File: config.mk
export PLATFORM = sky130hd
export DESIGN_NAME = toroidal_min_path_emitter_core
export DESIGN_NICKNAME = d
export VERILOG_FILES = /design/src/hw/rtl/tmpe_pkg.sv /design/src/hw/rtl/tmpe_div.sv /design/src/hw/rtl/tmpe_dp.sv /design/src/hw/rtl/tmpe_ctrl.sv /design/src/hw/rtl/toroidal_min_path_emitter_core.sv
export VERILOG_INCLUDE_DIRS = /design/src /design/src/hw/rtl
export SDC_FILE = /design/constraint.sdc
export NUM_CORES = 1
export LEC_CHECK = 0
export BUFFER_PORTS_ARGS = -buffer_cell sky130_fd_sc_hd__buf_2
export CAP_MARGIN = 20
export CORE_ASPECT_RATIO = 1.1
export CORE_UTILIZATION = 35
export DETAILED_ROUTE_END_ITERATION = 10
export PLACE_DENSITY_LB_ADDON = 0.1
export SYNTH_ARGS = -nofsm -noshare
export SYNTH_HDL_FRONTEND = slang
export SYNTH_SLANG_ARGS = --single-unit
File: constraint.sdc
create_clock -name i_clk -period 9.6 [get_ports i_clk]
set_clock_uncertainty 0.15 [all_clocks]
set_input_delay 0.96 -clock i_clk [delete_from_list [all_inputs] [get_ports i_clk]]
set_output_delay 0.96 -clock i_clk [all_outputs]
set_load 0.005 [all_outputs]
File: src/hw/rtl/toroidal_min_path_emitter_core_macros.svh
// assertion macros shared by the emitter modules
// no dependencies; taken in by `include where assertions are written
`ifndef TOROIDAL_MIN_PATH_EMITTER_CORE_MACROS_SVH
`define TOROIDAL_MIN_PATH_EMITTER_CORE_MACROS_SVH

// condition holds at every edge outside reset
`define TMPE_ASSERT_ALWAYS(label, clk, rst_n, cond, msg) \
    label: assert property (@(posedge clk) disable iff (!rst_n) (cond)) \
        else $error(msg);

// consequent holds in the same cycle as the antecedent
`define TMPE_ASSERT_IMP(label, clk, rst_n, ante, cons, msg) \
    label: assert property (@(posedge clk) disable iff (!rst_n) (ante) |-> (cons)) \
        else $error(msg);

// consequent holds in the cycle after the antecedent
`define TMPE_ASSERT_NEXT(label, clk, rst_n, ante, cons, msg) \
    label: assert property (@(posedge clk) disable iff (!rst_n) (ante) |=> (cons)) \
        else $error(msg);

`endif

File: src/hw/rtl/tmpe_pkg.sv
// shared types and constants of the toroidal shortest path emitter
// no dependencies; used by the controller, the datapath and the top level
package tmpe_pkg;

    // fixed field widths
    localparam int POS_W     = 10;
    localparam int QIDX_W    = 11;
    localparam int CFG_W     = 6;
    localparam int CFG_IDX_W = 1;

    // register indexes
    localparam logic [CFG_IDX_W-1:0] REG_ROW_COUNT = 1'b0;
    localparam logic [CFG_IDX_W-1:0] REG_COL_COUNT = 1'b1;

    // register reset values and dimension floor
    localparam logic [CFG_W-1:0] ROW_RESET = 6'd8;
    localparam logic [CFG_W-1:0] COL_RESET = 6'd8;
    localparam int MIN_DIM = 2;

    // default lattice limits
    localparam int DEF_MAX_ROWS = 32;
    localparam int DEF_MAX_COLS = 32;

    // result cap per path
    localparam int MAX_RESULTS = 32;
    localparam int CNT_W       = $clog2(MAX_RESULTS + 1);

    // divider operations, in issue order
    localparam logic [1:0] OP_X_BY_COLS = 2'd0;
    localparam logic [1:0] OP_Y_BY_COLS = 2'd1;
    localparam logic [1:0] OP_X_ROW_MOD = 2'd2;
    localparam logic [1:0] OP_Y_ROW_MOD = 2'd3;

    // controller to datapath commands
    typedef struct packed {
        logic       load;
        logic       div_start;
        logic       div_cap;
        logic [1:0] div_op;
        logic       setup;
        logic       step;
        logic       adv;
        logic       flush;
    } t_cmd;

    // datapath to controller status
    typedef struct packed {
        logic div_done;
        logic has;
        logic last_seg;
        logic full;
    } t_sts;

endpackage

File: src/hw/rtl/tmpe_div.sv
// iterative restoring divider, one quotient bit per cycle
// depends on nothing but its parameters
module tmpe_div #(
    parameter int DVD_W = 10,
    parameter int DVS_W = 6
) (
    input  logic             i_clk,
    input  logic             i_rst_n,
    input  logic             i_start,
    input  logic [DVD_W-1:0] i_dividend,
    input  logic [DVS_W-1:0] i_divisor,
    output logic             o_done,
    output logic [DVD_W-1:0] o_quot,
    output logic [DVS_W-1:0] o_rem
);

    localparam int CNT_W = $clog2(DVD_W);

    logic             r_busy;
    logic             r_done;
    logic [CNT_W-1:0] r_cnt;
    logic [DVD_W-1:0] r_quot;
    logic [DVS_W-1:0] r_rem;
    logic [DVS_W-1:0] r_dvs;
    logic [DVS_W:0]   n_sh;
    logic [DVS_W:0]   n_diff;
    logic             n_ge;

    // trial subtract of the shifted partial remainder
    always_comb begin
        n_sh   = {r_rem, r_quot[DVD_W-1]};
        n_ge   = n_sh >= {1'b0, r_dvs};
        n_diff = n_sh - {1'b0, r_dvs};
    end

    // control
    always_ff @(posedge i_clk) begin
        if (!i_rst_n) begin
            r_busy <= 1'b0;
            r_done <= 1'b0;
            r_cnt  <= '0;
        end else begin
            r_done <= 1'b0;
            if (i_start) begin
                r_busy <= 1'b1;
                r_cnt  <= CNT_W'(DVD_W - 1);
            end else if (r_busy) begin
                r_cnt <= r_cnt - 1'b1;
                if (r_cnt == '0) begin
                    r_busy <= 1'b0;
                    r_done <= 1'b1;
                end
            end
        end
    end

    // quotient and remainder shift
    always_ff @(posedge i_clk) begin
        if (i_start) begin
            r_quot <= i_dividend;
            r_rem  <= '0;
            r_dvs  <= i_divisor;
        end else if (r_busy) begin
            r_quot <= {r_quot[DVD_W-2:0], n_ge};
            r_rem  <= n_ge ? n_diff[DVS_W-1:0] : n_sh[DVS_W-1:0];
        end
    end

    assign o_done = r_done;
    assign o_quot = r_quot;
    assign o_rem  = r_rem;

endmodule

File: src/hw/rtl/tmpe_dp.sv
// datapath: config registers, position split, route segments, index generation
// depends on tmpe_pkg, tmpe_div and the assertion macro header
`include "toroidal_min_path_emitter_core_macros.svh"

module tmpe_dp #(
    parameter int MAX_ROWS = tmpe_pkg::DEF_MAX_ROWS,
    parameter int MAX_COLS = tmpe_pkg::DEF_MAX_COLS
) (
    input  logic                         i_clk,
    input  logic                         i_rst_n,
    input  logic                         i_cfg_we,
    input  logic [tmpe_pkg::CFG_IDX_W-1:0] i_cfg_idx,
    input  logic [tmpe_pkg::CFG_W-1:0]   i_cfg_data,
    input  logic [tmpe_pkg::POS_W-1:0]   i_first_pos,
    input  logic [tmpe_pkg::POS_W-1:0]   i_second_pos,
    input  tmpe_pkg::t_cmd               i_cmd,
    output tmpe_pkg::t_sts               o_sts,
    output logic                         o_valid,
    output logic [tmpe_pkg::QIDX_W-1:0]  o_qubit_index,
    output logic                         o_last
);

    localparam int ROW_W = $clog2(MAX_ROWS + 1);
    localparam int COL_W = $clog2(MAX_COLS + 1);
    localparam int DIM_W = (ROW_W > COL_W) ? ROW_W : COL_W;
    localparam int V_W   = 2 * DIM_W + 2;
    localparam int POS_W = tmpe_pkg::POS_W;
    localparam int QW    = tmpe_pkg::QIDX_W;
    localparam int CW    = tmpe_pkg::CNT_W;

    // config registers
    logic [tmpe_pkg::CFG_W-1:0] r_rows;
    logic [tmpe_pkg::CFG_W-1:0] r_cols;

    // transaction operands and split results
    logic [POS_W-1:0] r_x;
    logic [POS_W-1:0] r_y;
    logic [POS_W-1:0] r_qx;
    logic [POS_W-1:0] r_qy;
    logic [DIM_W-1:0] r_cx;
    logic [DIM_W-1:0] r_cy;
    logic [DIM_W-1:0] r_rx;
    logic [DIM_W-1:0] r_ry;

    // segment queue and walk state
    logic [DIM_W-1:0] r_st [4];
    logic [DIM_W-1:0] r_en [4];
    logic [DIM_W-1:0] r_k;
    logic [1:0]       r_seg;
    logic [V_W-1:0]   r_hbase;
    logic [CW-1:0]    r_cnt;

    // one-deep hold so the final result can be flagged
    logic [QW-1:0]    r_pend;
    logic             r_pend_v;
    logic [QW-1:0]    r_out;
    logic             r_out_v;
    logic             r_out_last;

    logic [DIM_W-1:0] n_nr;
    logic [DIM_W-1:0] n_nc;
    logic [POS_W-1:0] n_dvd;
    logic [DIM_W-1:0] n_dvs;
    logic             n_done;
    logic [POS_W-1:0] n_quot;
    logic [DIM_W-1:0] n_rem;
    logic [DIM_W-1:0] n_rlo;
    logic [DIM_W-1:0] n_rhi;
    logic [DIM_W-1:0] n_clo;
    logic [DIM_W-1:0] n_chi;
    logic [DIM_W:0]   n_vd2;
    logic [DIM_W:0]   n_hd2;
    logic             n_vdir;
    logic             n_hdir;
    logic [DIM_W-1:0] n_st [4];
    logic [DIM_W-1:0] n_en [4];
    logic [V_W-1:0]   n_hbase;
    logic [V_W-1:0]   n_val;

    // config write port
    always_ff @(posedge i_clk) begin
        if (!i_rst_n) begin
            r_rows <= tmpe_pkg::ROW_RESET;
            r_cols <= tmpe_pkg::COL_RESET;
        end else if (i_cfg_we) begin
            case (i_cfg_idx)
                tmpe_pkg::REG_ROW_COUNT: r_rows <= i_cfg_data;
                tmpe_pkg::REG_COL_COUNT: r_cols <= i_cfg_data;
                default: ;
            endcase
        end
    end

    // clamp dimensions into the supported range
    always_comb begin
        if (32'(r_rows) < tmpe_pkg::MIN_DIM) begin
            n_nr = DIM_W'(tmpe_pkg::MIN_DIM);
        end else if (32'(r_rows) > MAX_ROWS) begin
            n_nr = DIM_W'(MAX_ROWS);
        end else begin
            n_nr = DIM_W'(r_rows);
        end
        if (32'(r_cols) < tmpe_pkg::MIN_DIM) begin
            n_nc = DIM_W'(tmpe_pkg::MIN_DIM);
        end else if (32'(r_cols) > MAX_COLS) begin
            n_nc = DIM_W'(MAX_COLS);
        end else begin
            n_nc = DIM_W'(r_cols);
        end
    end

    // divider operand select
    always_comb begin
        case (i_cmd.div_op)
            tmpe_pkg::OP_X_BY_COLS: begin
                n_dvd = r_x;
                n_dvs = n_nc;
            end
            tmpe_pkg::OP_Y_BY_COLS: begin
                n_dvd = r_y;
                n_dvs = n_nc;
            end
            tmpe_pkg::OP_X_ROW_MOD: begin
                n_dvd = r_qx;
                n_dvs = n_nr;
            end
            default: begin
                n_dvd = r_qy;
                n_dvs = n_nr;
            end
        endcase
    end

    tmpe_div #(
        .DVD_W (POS_W),
        .DVS_W (DIM_W)
    ) u_div (
        .i_clk      (i_clk),
        .i_rst_n    (i_rst_n),
        .i_start    (i_cmd.div_start),
        .i_dividend (n_dvd),
        .i_divisor  (n_dvs),
        .o_done     (n_done),
        .o_quot     (n_quot),
        .o_rem      (n_rem)
    );

    // operand capture and divider results
    always_ff @(posedge i_clk) begin
        if (i_cmd.load) begin
            r_x <= i_first_pos;
            r_y <= i_second_pos;
        end
        if (i_cmd.div_cap) begin
            case (i_cmd.div_op)
                tmpe_pkg::OP_X_BY_COLS: begin
                    r_qx <= n_quot;
                    r_cx <= n_rem;
                end
                tmpe_pkg::OP_Y_BY_COLS: begin
                    r_qy <= n_quot;
                    r_cy <= n_rem;
                end
                tmpe_pkg::OP_X_ROW_MOD: r_rx <= n_rem;
                default:                r_ry <= n_rem;
            endcase
        end
    end

    // route choice per leg; a tie takes the wrap route
    always_comb begin
        n_rlo = (r_rx < r_ry) ? r_rx : r_ry;
        n_rhi = (r_rx < r_ry) ? r_ry : r_rx;
        n_clo = (r_cx < r_cy) ? r_cx : r_cy;
        n_chi = (r_cx < r_cy) ? r_cy : r_cx;
        n_vd2 = {n_rhi - n_rlo, 1'b0};
        n_hd2 = {n_chi - n_clo, 1'b0};
        n_vdir = n_vd2 < {1'b0, n_nr};
        n_hdir = n_hd2 < {1'b0, n_nc};
        if (n_vdir) begin
            n_st[0] = n_rlo + 1'b1;
            n_en[0] = n_rhi + 1'b1;
            n_st[1] = '0;
            n_en[1] = '0;
        end else begin
            n_st[0] = '0;
            n_en[0] = n_rlo + 1'b1;
            n_st[1] = n_rhi + 1'b1;
            n_en[1] = n_nr;
        end
        if (n_hdir) begin
            n_st[2] = n_clo;
            n_en[2] = n_chi;
            n_st[3] = '0;
            n_en[3] = '0;
        end else begin
            n_st[2] = '0;
            n_en[2] = n_clo;
            n_st[3] = n_chi;
            n_en[3] = n_nc;
        end
        n_hbase = (V_W'(n_nr) + V_W'(r_rx)) * V_W'(n_nc);
    end

    // index of the current step: column walk, then offset row walk
    always_comb begin
        if (r_seg[1]) begin
            n_val = r_hbase + V_W'(r_k);
        end else begin
            n_val = V_W'(r_k) * V_W'(n_nc) + V_W'(r_cy);
        end
    end

    // segment walk
    always_ff @(posedge i_clk) begin
        if (i_cmd.setup) begin
            for (int i = 0; i < 4; i++) begin
                r_st[i] <= n_st[i];
                r_en[i] <= n_en[i];
            end
            r_k     <= n_st[0];
            r_seg   <= '0;
            r_hbase <= n_hbase;
        end else if (i_cmd.adv) begin
            for (int i = 0; i < 3; i++) begin
                r_st[i] <= r_st[i+1];
                r_en[i] <= r_en[i+1];
            end
            r_k   <= r_st[1];
            r_seg <= r_seg + 1'b1;
        end else if (i_cmd.step) begin
            r_k <= r_k + 1'b1;
        end
        if (i_cmd.step) begin
            r_pend <= n_val[QW-1:0];
        end
        if (i_cmd.step || i_cmd.flush) begin
            r_out <= r_pend;
        end
    end

    // result count, hold and output strobe
    always_ff @(posedge i_clk) begin
        if (!i_rst_n) begin
            r_cnt      <= '0;
            r_pend_v   <= 1'b0;
            r_out_v    <= 1'b0;
            r_out_last <= 1'b0;
        end else begin
            r_out_v    <= 1'b0;
            r_out_last <= 1'b0;
            if (i_cmd.setup) begin
                r_cnt    <= '0;
                r_pend_v <= 1'b0;
            end else if (i_cmd.step) begin
                r_cnt    <= r_cnt + 1'b1;
                r_pend_v <= 1'b1;
                r_out_v  <= r_pend_v;
            end else if (i_cmd.flush) begin
                r_pend_v   <= 1'b0;
                r_out_v    <= r_pend_v;
                r_out_last <= r_pend_v;
            end
        end
    end

    assign o_sts.div_done = n_done;
    assign o_sts.has      = r_k < r_en[0];
    assign o_sts.last_seg = r_seg == 2'd3;
    assign o_sts.full     = r_cnt == CW'(tmpe_pkg::MAX_RESULTS);

    assign o_valid       = r_out_v;
    assign o_qubit_index = r_out;
    assign o_last        = r_out_last;

    `TMPE_ASSERT_IMP(a_last_strobed, i_clk, i_rst_n, o_last, o_valid, "last flag without strobe")
    `TMPE_ASSERT_IMP(a_more_pending, i_clk, i_rst_n, o_valid && !o_last, r_pend_v, "non-final result without a successor")
    `TMPE_ASSERT_ALWAYS(a_cnt_cap, i_clk, i_rst_n, r_cnt <= CW'(tmpe_pkg::MAX_RESULTS), "result count above cap")

endmodule

File: src/hw/rtl/tmpe_ctrl.sv
// controller state machine: sequences divides, route setup, stepping and flush
// depends on tmpe_pkg and the assertion macro header
`include "toroidal_min_path_emitter_core_macros.svh"

module tmpe_ctrl (
    input  logic           i_clk,
    input  logic           i_rst_n,
    input  logic           start,
    output logic           busy,
    input  tmpe_pkg::t_sts i_sts,
    output tmpe_pkg::t_cmd o_cmd
);

    typedef enum logic [5:0] {
        S_IDLE     = 6'b000001,
        S_DIV_GO   = 6'b000010,
        S_DIV_WAIT = 6'b000100,
        S_SETUP    = 6'b001000,
        S_EMIT     = 6'b010000,
        S_FLUSH    = 6'b100000
    } t_state;

    t_state     r_state;
    t_state     n_state;
    logic [1:0] r_op;
    logic [1:0] n_op;

    // next state and commands
    always_comb begin
        n_state = r_state;
        n_op    = r_op;
        o_cmd   = '0;
        o_cmd.div_op = r_op;
        case (r_state)
            S_IDLE: begin
                if (start) begin
                    o_cmd.load = 1'b1;
                    n_op       = tmpe_pkg::OP_X_BY_COLS;
                    n_state    = S_DIV_GO;
                end
            end
            S_DIV_GO: begin
                o_cmd.div_start = 1'b1;
                n_state         = S_DIV_WAIT;
            end
            S_DIV_WAIT: begin
                if (i_sts.div_done) begin
                    o_cmd.div_cap = 1'b1;
                    if (r_op == tmpe_pkg::OP_Y_ROW_MOD) begin
                        n_state = S_SETUP;
                    end else begin
                        n_op    = r_op + 1'b1;
                        n_state = S_DIV_GO;
                    end
                end
            end
            S_SETUP: begin
                o_cmd.setup = 1'b1;
                n_state     = S_EMIT;
            end
            S_EMIT: begin
                if (i_sts.full) begin
                    n_state = S_FLUSH;
                end else if (i_sts.has) begin
                    o_cmd.step = 1'b1;
                end else if (i_sts.last_seg) begin
                    n_state = S_FLUSH;
                end else begin
                    o_cmd.adv = 1'b1;
                end
            end
            S_FLUSH: begin
                o_cmd.flush = 1'b1;
                n_state     = S_IDLE;
            end
            default: begin
                n_state = S_IDLE;
            end
        endcase
    end

    // state registers
    always_ff @(posedge i_clk) begin
        if (!i_rst_n) begin
            r_state <= S_IDLE;
            r_op    <= tmpe_pkg::OP_X_BY_COLS;
        end else begin
            r_state <= n_state;
            r_op    <= n_op;
        end
    end

    assign busy = r_state != S_IDLE;

    `TMPE_ASSERT_IMP(a_done_in_wait, i_clk, i_rst_n, i_sts.div_done, r_state == S_DIV_WAIT, "divider done outside wait")
    `TMPE_ASSERT_IMP(a_step_ok, i_clk, i_rst_n, o_cmd.step, i_sts.has && !i_sts.full, "step past segment end or cap")
    `TMPE_ASSERT_NEXT(a_start_div, i_clk, i_rst_n, start && !busy, r_state == S_DIV_GO, "accepted transaction did not start a divide")

endmodule

File: src/hw/rtl/toroidal_min_path_emitter_core.sv
// top level of the toroidal shortest correction path emitter
// depends on tmpe_pkg, tmpe_ctrl and tmpe_dp
//
//   channel   handshake            payload
//   --------  -------------------  ------------------------------------
//   config    i_cfg_we             i_cfg_idx, i_cfg_data
//   request   start, busy          i_first_pos, i_second_pos
//   result    o_valid (strobe)     o_qubit_index, o_last
//
// busy stays high from the accepting edge through four passes of the shared
// 10-step divider (position split by columns, then row reduction), the route
// setup, the emission of the results with up to 3 route segment switches,
// one end check and the flush.
// reset is synchronous, active low; config returns to 8 rows and 8 columns.
// results are strobed for one cycle each and cannot be stalled; the final one
// is strobed in the first cycle with busy low again.
// a path with identical positions gives no result.
module toroidal_min_path_emitter_core #(
    parameter int MAX_ROWS = tmpe_pkg::DEF_MAX_ROWS,
    parameter int MAX_COLS = tmpe_pkg::DEF_MAX_COLS
) (
    input  logic                           i_clk,
    input  logic                           i_rst_n,
    input  logic                           i_cfg_we,
    input  logic [tmpe_pkg::CFG_IDX_W-1:0] i_cfg_idx,
    input  logic [tmpe_pkg::CFG_W-1:0]     i_cfg_data,
    input  logic                           start,
    output logic                           busy,
    input  logic [tmpe_pkg::POS_W-1:0]     i_first_pos,
    input  logic [tmpe_pkg::POS_W-1:0]     i_second_pos,
    output logic                           o_valid,
    output logic [tmpe_pkg::QIDX_W-1:0]    o_qubit_index,
    output logic                           o_last
);

    tmpe_pkg::t_cmd cmd;
    tmpe_pkg::t_sts sts;

    // controller
    tmpe_ctrl u_ctrl (
        .i_clk   (i_clk),
        .i_rst_n (i_rst_n),
        .start   (start),
        .busy    (busy),
        .i_sts   (sts),
        .o_cmd   (cmd)
    );

    // datapath
    tmpe_dp #(
        .MAX_ROWS (MAX_ROWS),
        .MAX_COLS (MAX_COLS)
    ) u_dp (
        .i_clk         (i_clk),
        .i_rst_n       (i_rst_n),
        .i_cfg_we      (i_cfg_we),
        .i_cfg_idx     (i_cfg_idx),
        .i_cfg_data    (i_cfg_data),
        .i_first_pos   (i_first_pos),
        .i_second_pos  (i_second_pos),
        .i_cmd         (cmd),
        .o_sts         (sts),
        .o_valid       (o_valid),
        .o_qubit_index (o_qubit_index),
        .o_last        (o_last)
    );

endmodule
=== Yosys cells after proc, flatten, opt, wreduce, memory -nomap -nowiden ===
Memories as Yosys holds them, arrays and structs flattened.
Index checks and enable logic that the tools add are counted.

* Logic and storage cells: 168
* Flip-flop bits (word level): 162
* Bits in writable memories: 48
* Output and inout bits: 14
* Memories: 2

{| class="wikitable"
|+ Memories
! memory !! depth !! bits a word !! read ports !! clocked after Yosys merged registers in !! write ports !! RTL line !! source
|-
| u_dp.r_en || 4 || 6 || 4 || 0 || 4 || tmpe_dp.sv:47 || <nowiki>logic [DIM_W-1:0] r_en [4];</nowiki>
|-
| u_dp.r_st || 4 || 6 || 3 || 0 || 4 || tmpe_dp.sv:46 || <nowiki>logic [DIM_W-1:0] r_st [4];</nowiki>
|}

* Add/subtract/negate cells: 13
* Magnitude comparators: 10
* Mux-type cells: 65
* Bitwise gates (word level): 10
* Multipliers: 2
* Reductions and logical operators: 21
* Equality and inequality tests: 17

{| class="wikitable"
|+ Operators by type and width
! operator !! number
|-
| $mux 6 || 24
|-
| $mux 12 || 4
|-
| $pmux 10 s3 || 1
|-
| $pmux 6 s5 || 1
|-
| $add 6x1->6 const B || 4
|-
| $mux 1 || 23
|-
| $add 11x6->11 || 2
|-
| $mux 10 || 2
|-
| $lt 6x6->1 || 3
|-
| $sub 6x6->6 || 3
|-
| $lt 7x6->1 || 2
|-
| $eq 6x6->1 const B || 2
|-
| $gt 6x6->1 const B || 2
|-
| $lt 6x2->1 const B || 2
|-
| $mux 4 || 3
|-
| $reduce_and 2->1 || 6
|-
| $mul 6x6->11 || 1
|-
| $mul 7x6->11 || 1
|-
| $mux 11 || 1
|-
| $mux 2 || 5
|-
| $reduce_or 3->1 || 3
|-
| $reduce_and 4->1 || 2
|-
| $add 6x6->7 || 1
|-
| $ge 7x6->1 || 1
|-
| 22 further kinds || 39
|}

=== Depth between registers and ports, before layout ===
* Word-level depth: 9
* Gate-level depth with buffers: 24
* Gate-level depth less buffers: 23

=== Cells and area by module ===
Synthesis repeated with hierarchy kept, for this count alone.

* Cell total of the unflattened synthesis: 1253
* Area total of the unflattened synthesis: 13205.2 µm²

{| class="wikitable"
|+ By module, submodules not included
! module !! instances !! area an instance (µm²) !! cells an instance
|-
| tmpe_dp || 1 || 11198.2 || 1061
|-
| tmpe_div || 1 || 1438.9 || 129
|-
| tmpe_ctrl || 1 || 568.0 || 63
|}

=== Worst setup path after synthesis ===
OpenSTA, ideal clock, no wires.

* Path kind: register -> register
* Start: register u_dp.r_rows[1] (netlist name)
* End: register u_dp.r_hbase[10] (data pin)
* Required time: 9191 ps
* Slack: 4342 ps
* Arrival time: 4849 ps
* Cell stages (with the launch flop): 22
* Library setup time: 259 ps
* Cells stage by stage: dfxtp_1 or4_1 and3_1 ha_1 a21o_1 a21oi_1 o21bai_1 a21oi_1 xor2_1 nor2_1 fa_1 inv_1 fa_1 fa_1 inv_1 ha_1 a21oi_1 o21bai_1 a21oi_1 o21bai_1 a21oi_1 xnor2_1

* Word-level cells in the longest chain between the ends: 5

{| class="wikitable"
|+ RTL lines
! what !! RTL line !! source
|-
| start, declared || tmpe_dp.sv:32 || <nowiki>logic [tmpe_pkg::CFG_W-1:0] r_rows;</nowiki>
|-
| start signal, assigned || tmpe_dp.sv:83 || <nowiki>r_rows <= tmpe_pkg::ROW_RESET;</nowiki>
|-
| start signal, assigned || tmpe_dp.sv:87 || <nowiki>tmpe_pkg::REG_ROW_COUNT: r_rows <= i_cfg_data;</nowiki>
|-
| $gt 6x6->1 || tmpe_dp.sv:98 || <nowiki>end else if (32'(r_rows) > MAX_ROWS) begin</nowiki>
|-
| $mux 6 || tmpe_dp.sv:98 ||
|-
| $mux 6 (*) || tmpe_dp.sv:96 || <nowiki>if (32'(r_rows) < tmpe_pkg::MIN_DIM) begin</nowiki>
|-
| $add 6x6->7 (*) || tmpe_dp.sv:202 || <nowiki>n_hbase = (V_W'(n_nr) + V_W'(r_rx)) * V_W'(n_nc);</nowiki>
|-
| $mul 7x6->11 (*) || tmpe_dp.sv:202 ||
|-
| named net u_dp.n_hbase[10] || tmpe_dp.sv:77 || <nowiki>logic [V_W-1:0] n_hbase;</nowiki>
|-
| end signal, assigned || tmpe_dp.sv:223 || <nowiki>r_hbase <= n_hbase;</nowiki>
|-
| end, declared || tmpe_dp.sv:50 || <nowiki>logic [V_W-1:0] r_hbase;</nowiki>
|}

Mark *: on every way through the listed nets, which the timed path passes. The rest lies on a longest branch.
A chain may end at the register's enable or synchronous reset.

=== Worst setup path in the final report ===
Ends and elaborated chain as after synthesis.

==> flow_summary.json <==
{
  "place.port_buffers": 44,
  "ctsHtreeMaxLevel": 1,
  "timing.final.crit_share_pct": 60.9,
  "hold_path_class": "reg -> reg",
  "grt_setup_unrepaired": "no",
  "peakVddDrop_mv": 0.111,
  "place_congestion": 0.892,
  "worstPathArrival_ns": 5.96,
  "timing.final.setup_violations": 0,
  "drive_gt1_share_pct": 8.05,
  "timing.setup.tns_ns": 0,
  "slew-limit-headroom_pct": 38.7,
  "routed_via_density": 5.04,
  "overflow": 0,
  "placement_rows": 72,
  "cts_root_buf": "sky130_fd_sc_hd__clkbuf_16",
  "finalHoldViolCount": 0,
  "postSynthAreaPerCell_um2": 10.4,
  "grt_antenna_before_repair": 0,
  "wl_per_cell_um": 18.1,
  "critical_path_cell_list": "or4_1, and3_1, ha_1, a21o_1, a21oi_1, o21bai_1, a21oi_1, xor2_1, nor2_1, fa_1, inv_1, fa_1, fa_1, inv_1, ha_1, a21oi_1, o21bai_1, a21oi_1, o21bai_1, a21oi_1, xnor2_1",
  "worstSetupPathType": "reg -> reg",
  "yosysWarningCount": 0,
  "holdPathEnd": "u_dp.o_qubit_index[1]$_DFFE_PP_",
  "ys.flop_type": "sky130_fd_sc_hd__edfxtp_1",
  "detailedPlacementHpwl_mm": 24.0,
  "status": "finished clean",
  "asyncSetResetFlopFracSynth_pct": 0,
  "ctsLongestPathBuffers": 3,
  "clkSlewWorstSetupHoldPaths_ns": 0.06,
  "synth_seq_area_share_pct": 44.7,
  "detail_route.iter0.violations": 538,
  "max-cap-violations": 0,
  "fmax_mhz": 171,
  "worst_r2r_path_depth": 21,
  "io_pins": 45,
  "core-area_um2": 35500,
  "fp.dieW_um": 184,
  "tritoncts": "yes",
  "via_count_of_the_first_global_routing_pass": 9029,
  "worst_slew_pin_slew_ns": 0.919,
  "drt_pre_antenna_iters": 5,
  "synthCells": 1229,
  "power_density_nw_per_um2": 159,
  "ant_nets": 0,
  "postCtsHoldBufs": 0,
  "drt_wl_total_mm": 31.9,
  "synth_edf_count": 161,
  "area_growth_syn_to_layout_pct": 11.3,
  "layout.nets": 1438,
  "cp_top_family": "adder cells",
  "grt_util_met3_pct": 1.93,
  "data_required_time_at_the_worst_endpoint_ns": 9.71,
  "hold_path_startpoint": "u_dp.r_pend[1]$_DFFE_PP_",
  "mappedNetlistNets": 1404,
  "cp_slowest_stage_delay_ns": 0.54,
  "die_height_um": 202,
  "worstReg2RegStart": "u_dp.r_rows[1]$_SDFFE_PN0P_",
  "fill_cells": 3558,
  "busiest_layer": "met2",
  "drc": 0,
  "synth.distinct_cells": 68,
  "initial_core_util_pct": 35.9,
  "tritoncts.num_buffers": 24,
  "gr-usage-all-layers_pct": 17.6,
  "global_route.usage.met2_pct": 30.2,
  "via_count": 8870,
  "die-area_um2": 37200,
  "post_cts.repair.setup_buffers": 0,
  "reg2reg_to": "u_dp.r_hbase[10]$_DFFE_PP_",
  "antenna_cells": 0,
  "grt_max_degree": 58,
  "use_met1_pct": 23.3,
  "p_leak_nw": 5.80,
  "timing.critical_path.buf_inv": 2,
  "timing.critical_path.mode_cell": "sky130_fd_sc_hd__a21oi_1",
  "min_period_ns": 5.84,
  "multi_input_comb_area_um2": 6460,
  "yosys_register_bits": 204,
  "grt_first_pass_wirelength_mm": 50.5,
  "final_core_util_pct": 40.0,
  "path_max_fanout": 6,
  "r2r_slack_ns": 3.76,
  "clock_latency_on_the_worst_skew_pair_ns": 0.55,
  "critical_path.slowest_cell": "sky130_fd_sc_hd__fa_1",
  "hold_depth": 0,
  "worstSetupStartpointType": "register",
  "mappedNetlistArea_um2": 12700,
  "layout.area.seq_um2": 5700,
  "cp-end-kind": "register",
  "cts.sink_count": 204,
  "cts_resized": 0,
  "finalMaxSlewViolations": 0
}
## routing by layer
metal  vias up  wire, um
li1       4408         -
met4         0       771
met1      4292     14900
met3        34       858
met2       136     15400
met5         -         0
## cell usage after synthesis (14+ instances only)
library cell	instances	share of area, %
sky130_fd_sc_hd__inv_1	110	3.2
sky130_fd_sc_hd__edfxtp_1	161	38
sky130_fd_sc_hd__mux2i_1	23	1.8
sky130_fd_sc_hd__ha_1	102	10
sky130_fd_sc_hd__fa_1	42	6.6
sky130_fd_sc_hd__dfxtp_1	43	6.8
sky130_fd_sc_hd__clkbuf_1	39	1.1
sky130_fd_sc_hd__o21ai_0	42	1.6
sky130_fd_sc_hd__and2_1	33	1.6
sky130_fd_sc_hd__nand3_1	23	0.90
sky130_fd_sc_hd__nor2b_1	21	1.0
sky130_fd_sc_hd__a21oi_1	65	2.6
sky130_fd_sc_hd__nand2b_1	14	0.69
sky130_fd_sc_hd__a21o_1	15	0.88
sky130_fd_sc_hd__nand2_1	108	3.2
sky130_fd_sc_hd__nor2_1	129	3.8
sky130_fd_sc_hd__xor2_1	22	1.5
sky130_fd_sc_hd__xnor2_1	42	2.9
## per-stage QoR
stage | instances | hold WS (ns) | worst slack, ns | total power [W] | cell area, um2
after floorplan | 1229 | 0.250 | 4.34 | 0.00133 | 12700
after global placement | 1718 | 0.252 | 3.83 | 0.00144 | 13500
after detailed placement | 1718 | 0.255 | 3.79 | 0.00144 | 13500
after CTS | 1760 | 0.270 | 3.78 | 0.00229 | 14200
after global routing | 1760 | 0.275 | 3.37 | 0.00238 | 14200
final | 1760 | 0.269 | 3.76 | 0.00226 | 14200
## cell type report
type / instances / area share, %
multi-input combinational: 866 / 45.5
sequential: 204 / 40.1
clock buffer: 28 / 4.34
tap: 481 / 4.24
inverter: 116 / 3.07
timing repair buffer: 51 / 1.92
clock inverter: 14 / 0.776
## report_power, final
part / total [W] / internal (W) / switching (W)
Combinational: 0.000352 / 0.000145 / 0.000207
Clock: 0.000840 / 0.000465 / 0.000375
Sequential: 0.00106 / 0.00102 / 0.0000468
Total: 0.00226 / 0.00163 / 0.000628
## flip-flops by register name, summed over array words and instances, names as in the netlist, 2 cells and up
name / count
u_dp.r_y: 10
u_dp.r_qx: 10
u_dp.r_hbase: 11
u_dp.r_seg: 2
u_dp.u_div.r_dvs: 6
u_dp.r_k: 6
u_dp.r_st: 18
u_dp.r_cy: 6
u_dp.r_rx: 6
u_dp.u_div.o_quot: 10
u_dp.o_qubit_index: 11
u_ctrl.r_op: 2
u_dp.r_x: 10
u_dp.r_rows: 6
u_ctrl.r_state: 6
u_dp.r_pend: 11
u_dp.r_ry: 6
u_dp.r_cols: 6
u_dp.r_cx: 6
u_dp.u_div.o_rem: 6
u_dp.r_cnt: 6
u_dp.r_qy: 10
u_dp.u_div.r_cnt: 4
u_dp.r_en: 24
## how the worst max path moves through the flow
| stage | startpoint | end | slack [ns] | cells after the start |
|---|---|---|---|---|
| after floorplan | u_dp.r_rows[1]$_SDFFE_PN0P_ | u_dp.r_hbase[10]$_DFFE_PP_ | 4.34 | 21 |
| after global placement | u_dp.r_rows[1]$_SDFFE_PN0P_ | u_dp.r_hbase[10]$_DFFE_PP_ | 3.83 | 21 |
| after detailed placement | u_dp.r_rows[1]$_SDFFE_PN0P_ | u_dp.r_hbase[10]$_DFFE_PP_ | 3.79 | 21 |
| after CTS | u_dp.r_rows[1]$_SDFFE_PN0P_ | u_dp.r_hbase[10]$_DFFE_PP_ | 3.78 | 21 |
| after global routing | u_dp.r_rows[1]$_SDFFE_PN0P_ | u_dp.r_hbase[10]$_DFFE_PP_ | 3.37 | 21 |
| final | u_dp.r_rows[1]$_SDFFE_PN0P_ | u_dp.r_hbase[10]$_DFFE_PP_ | 3.76 | 21 |
## logic make-up (layout without fill, tap and decap cells)
| logic type | Yosys count | in the layout | synth area share, % |
|---|---|---|---|
| AND/OR/NAND/NOR | 392 | 392 | 14.7 |
| flip-flops | 204 | 204 | 44.7 |
| buffers and inverters | 159 | 209 | 4.70 |
| multiplexers | 28 | 28 | 2.36 |
| XOR/XNOR | 64 | 64 | 4.40 |
| adder cells (fa/ha/maj) | 144 | 144 | 16.6 |
| AO/OA/AOI/OAI | 238 | 238 | 12.6 |
## cells in the final DEF (no fill, tap or decap), drive strengths merged, types with 13 or more instances in the layout
cell,count
and2,33
edfxtp,161
o21ai,46
buf,51
ha,102
clkbuf,28
mux2i,24
nand3,24
xor2,22
a21boi,13
nand2,108
nand2b,14
nor2b,21
dfxtp,43
inv,112
nor3,13
a21oi,65
fa,42
nor2,129
clkinv,15
xnor2,42
a21o,15
Power figures use the tool's default switching activity.
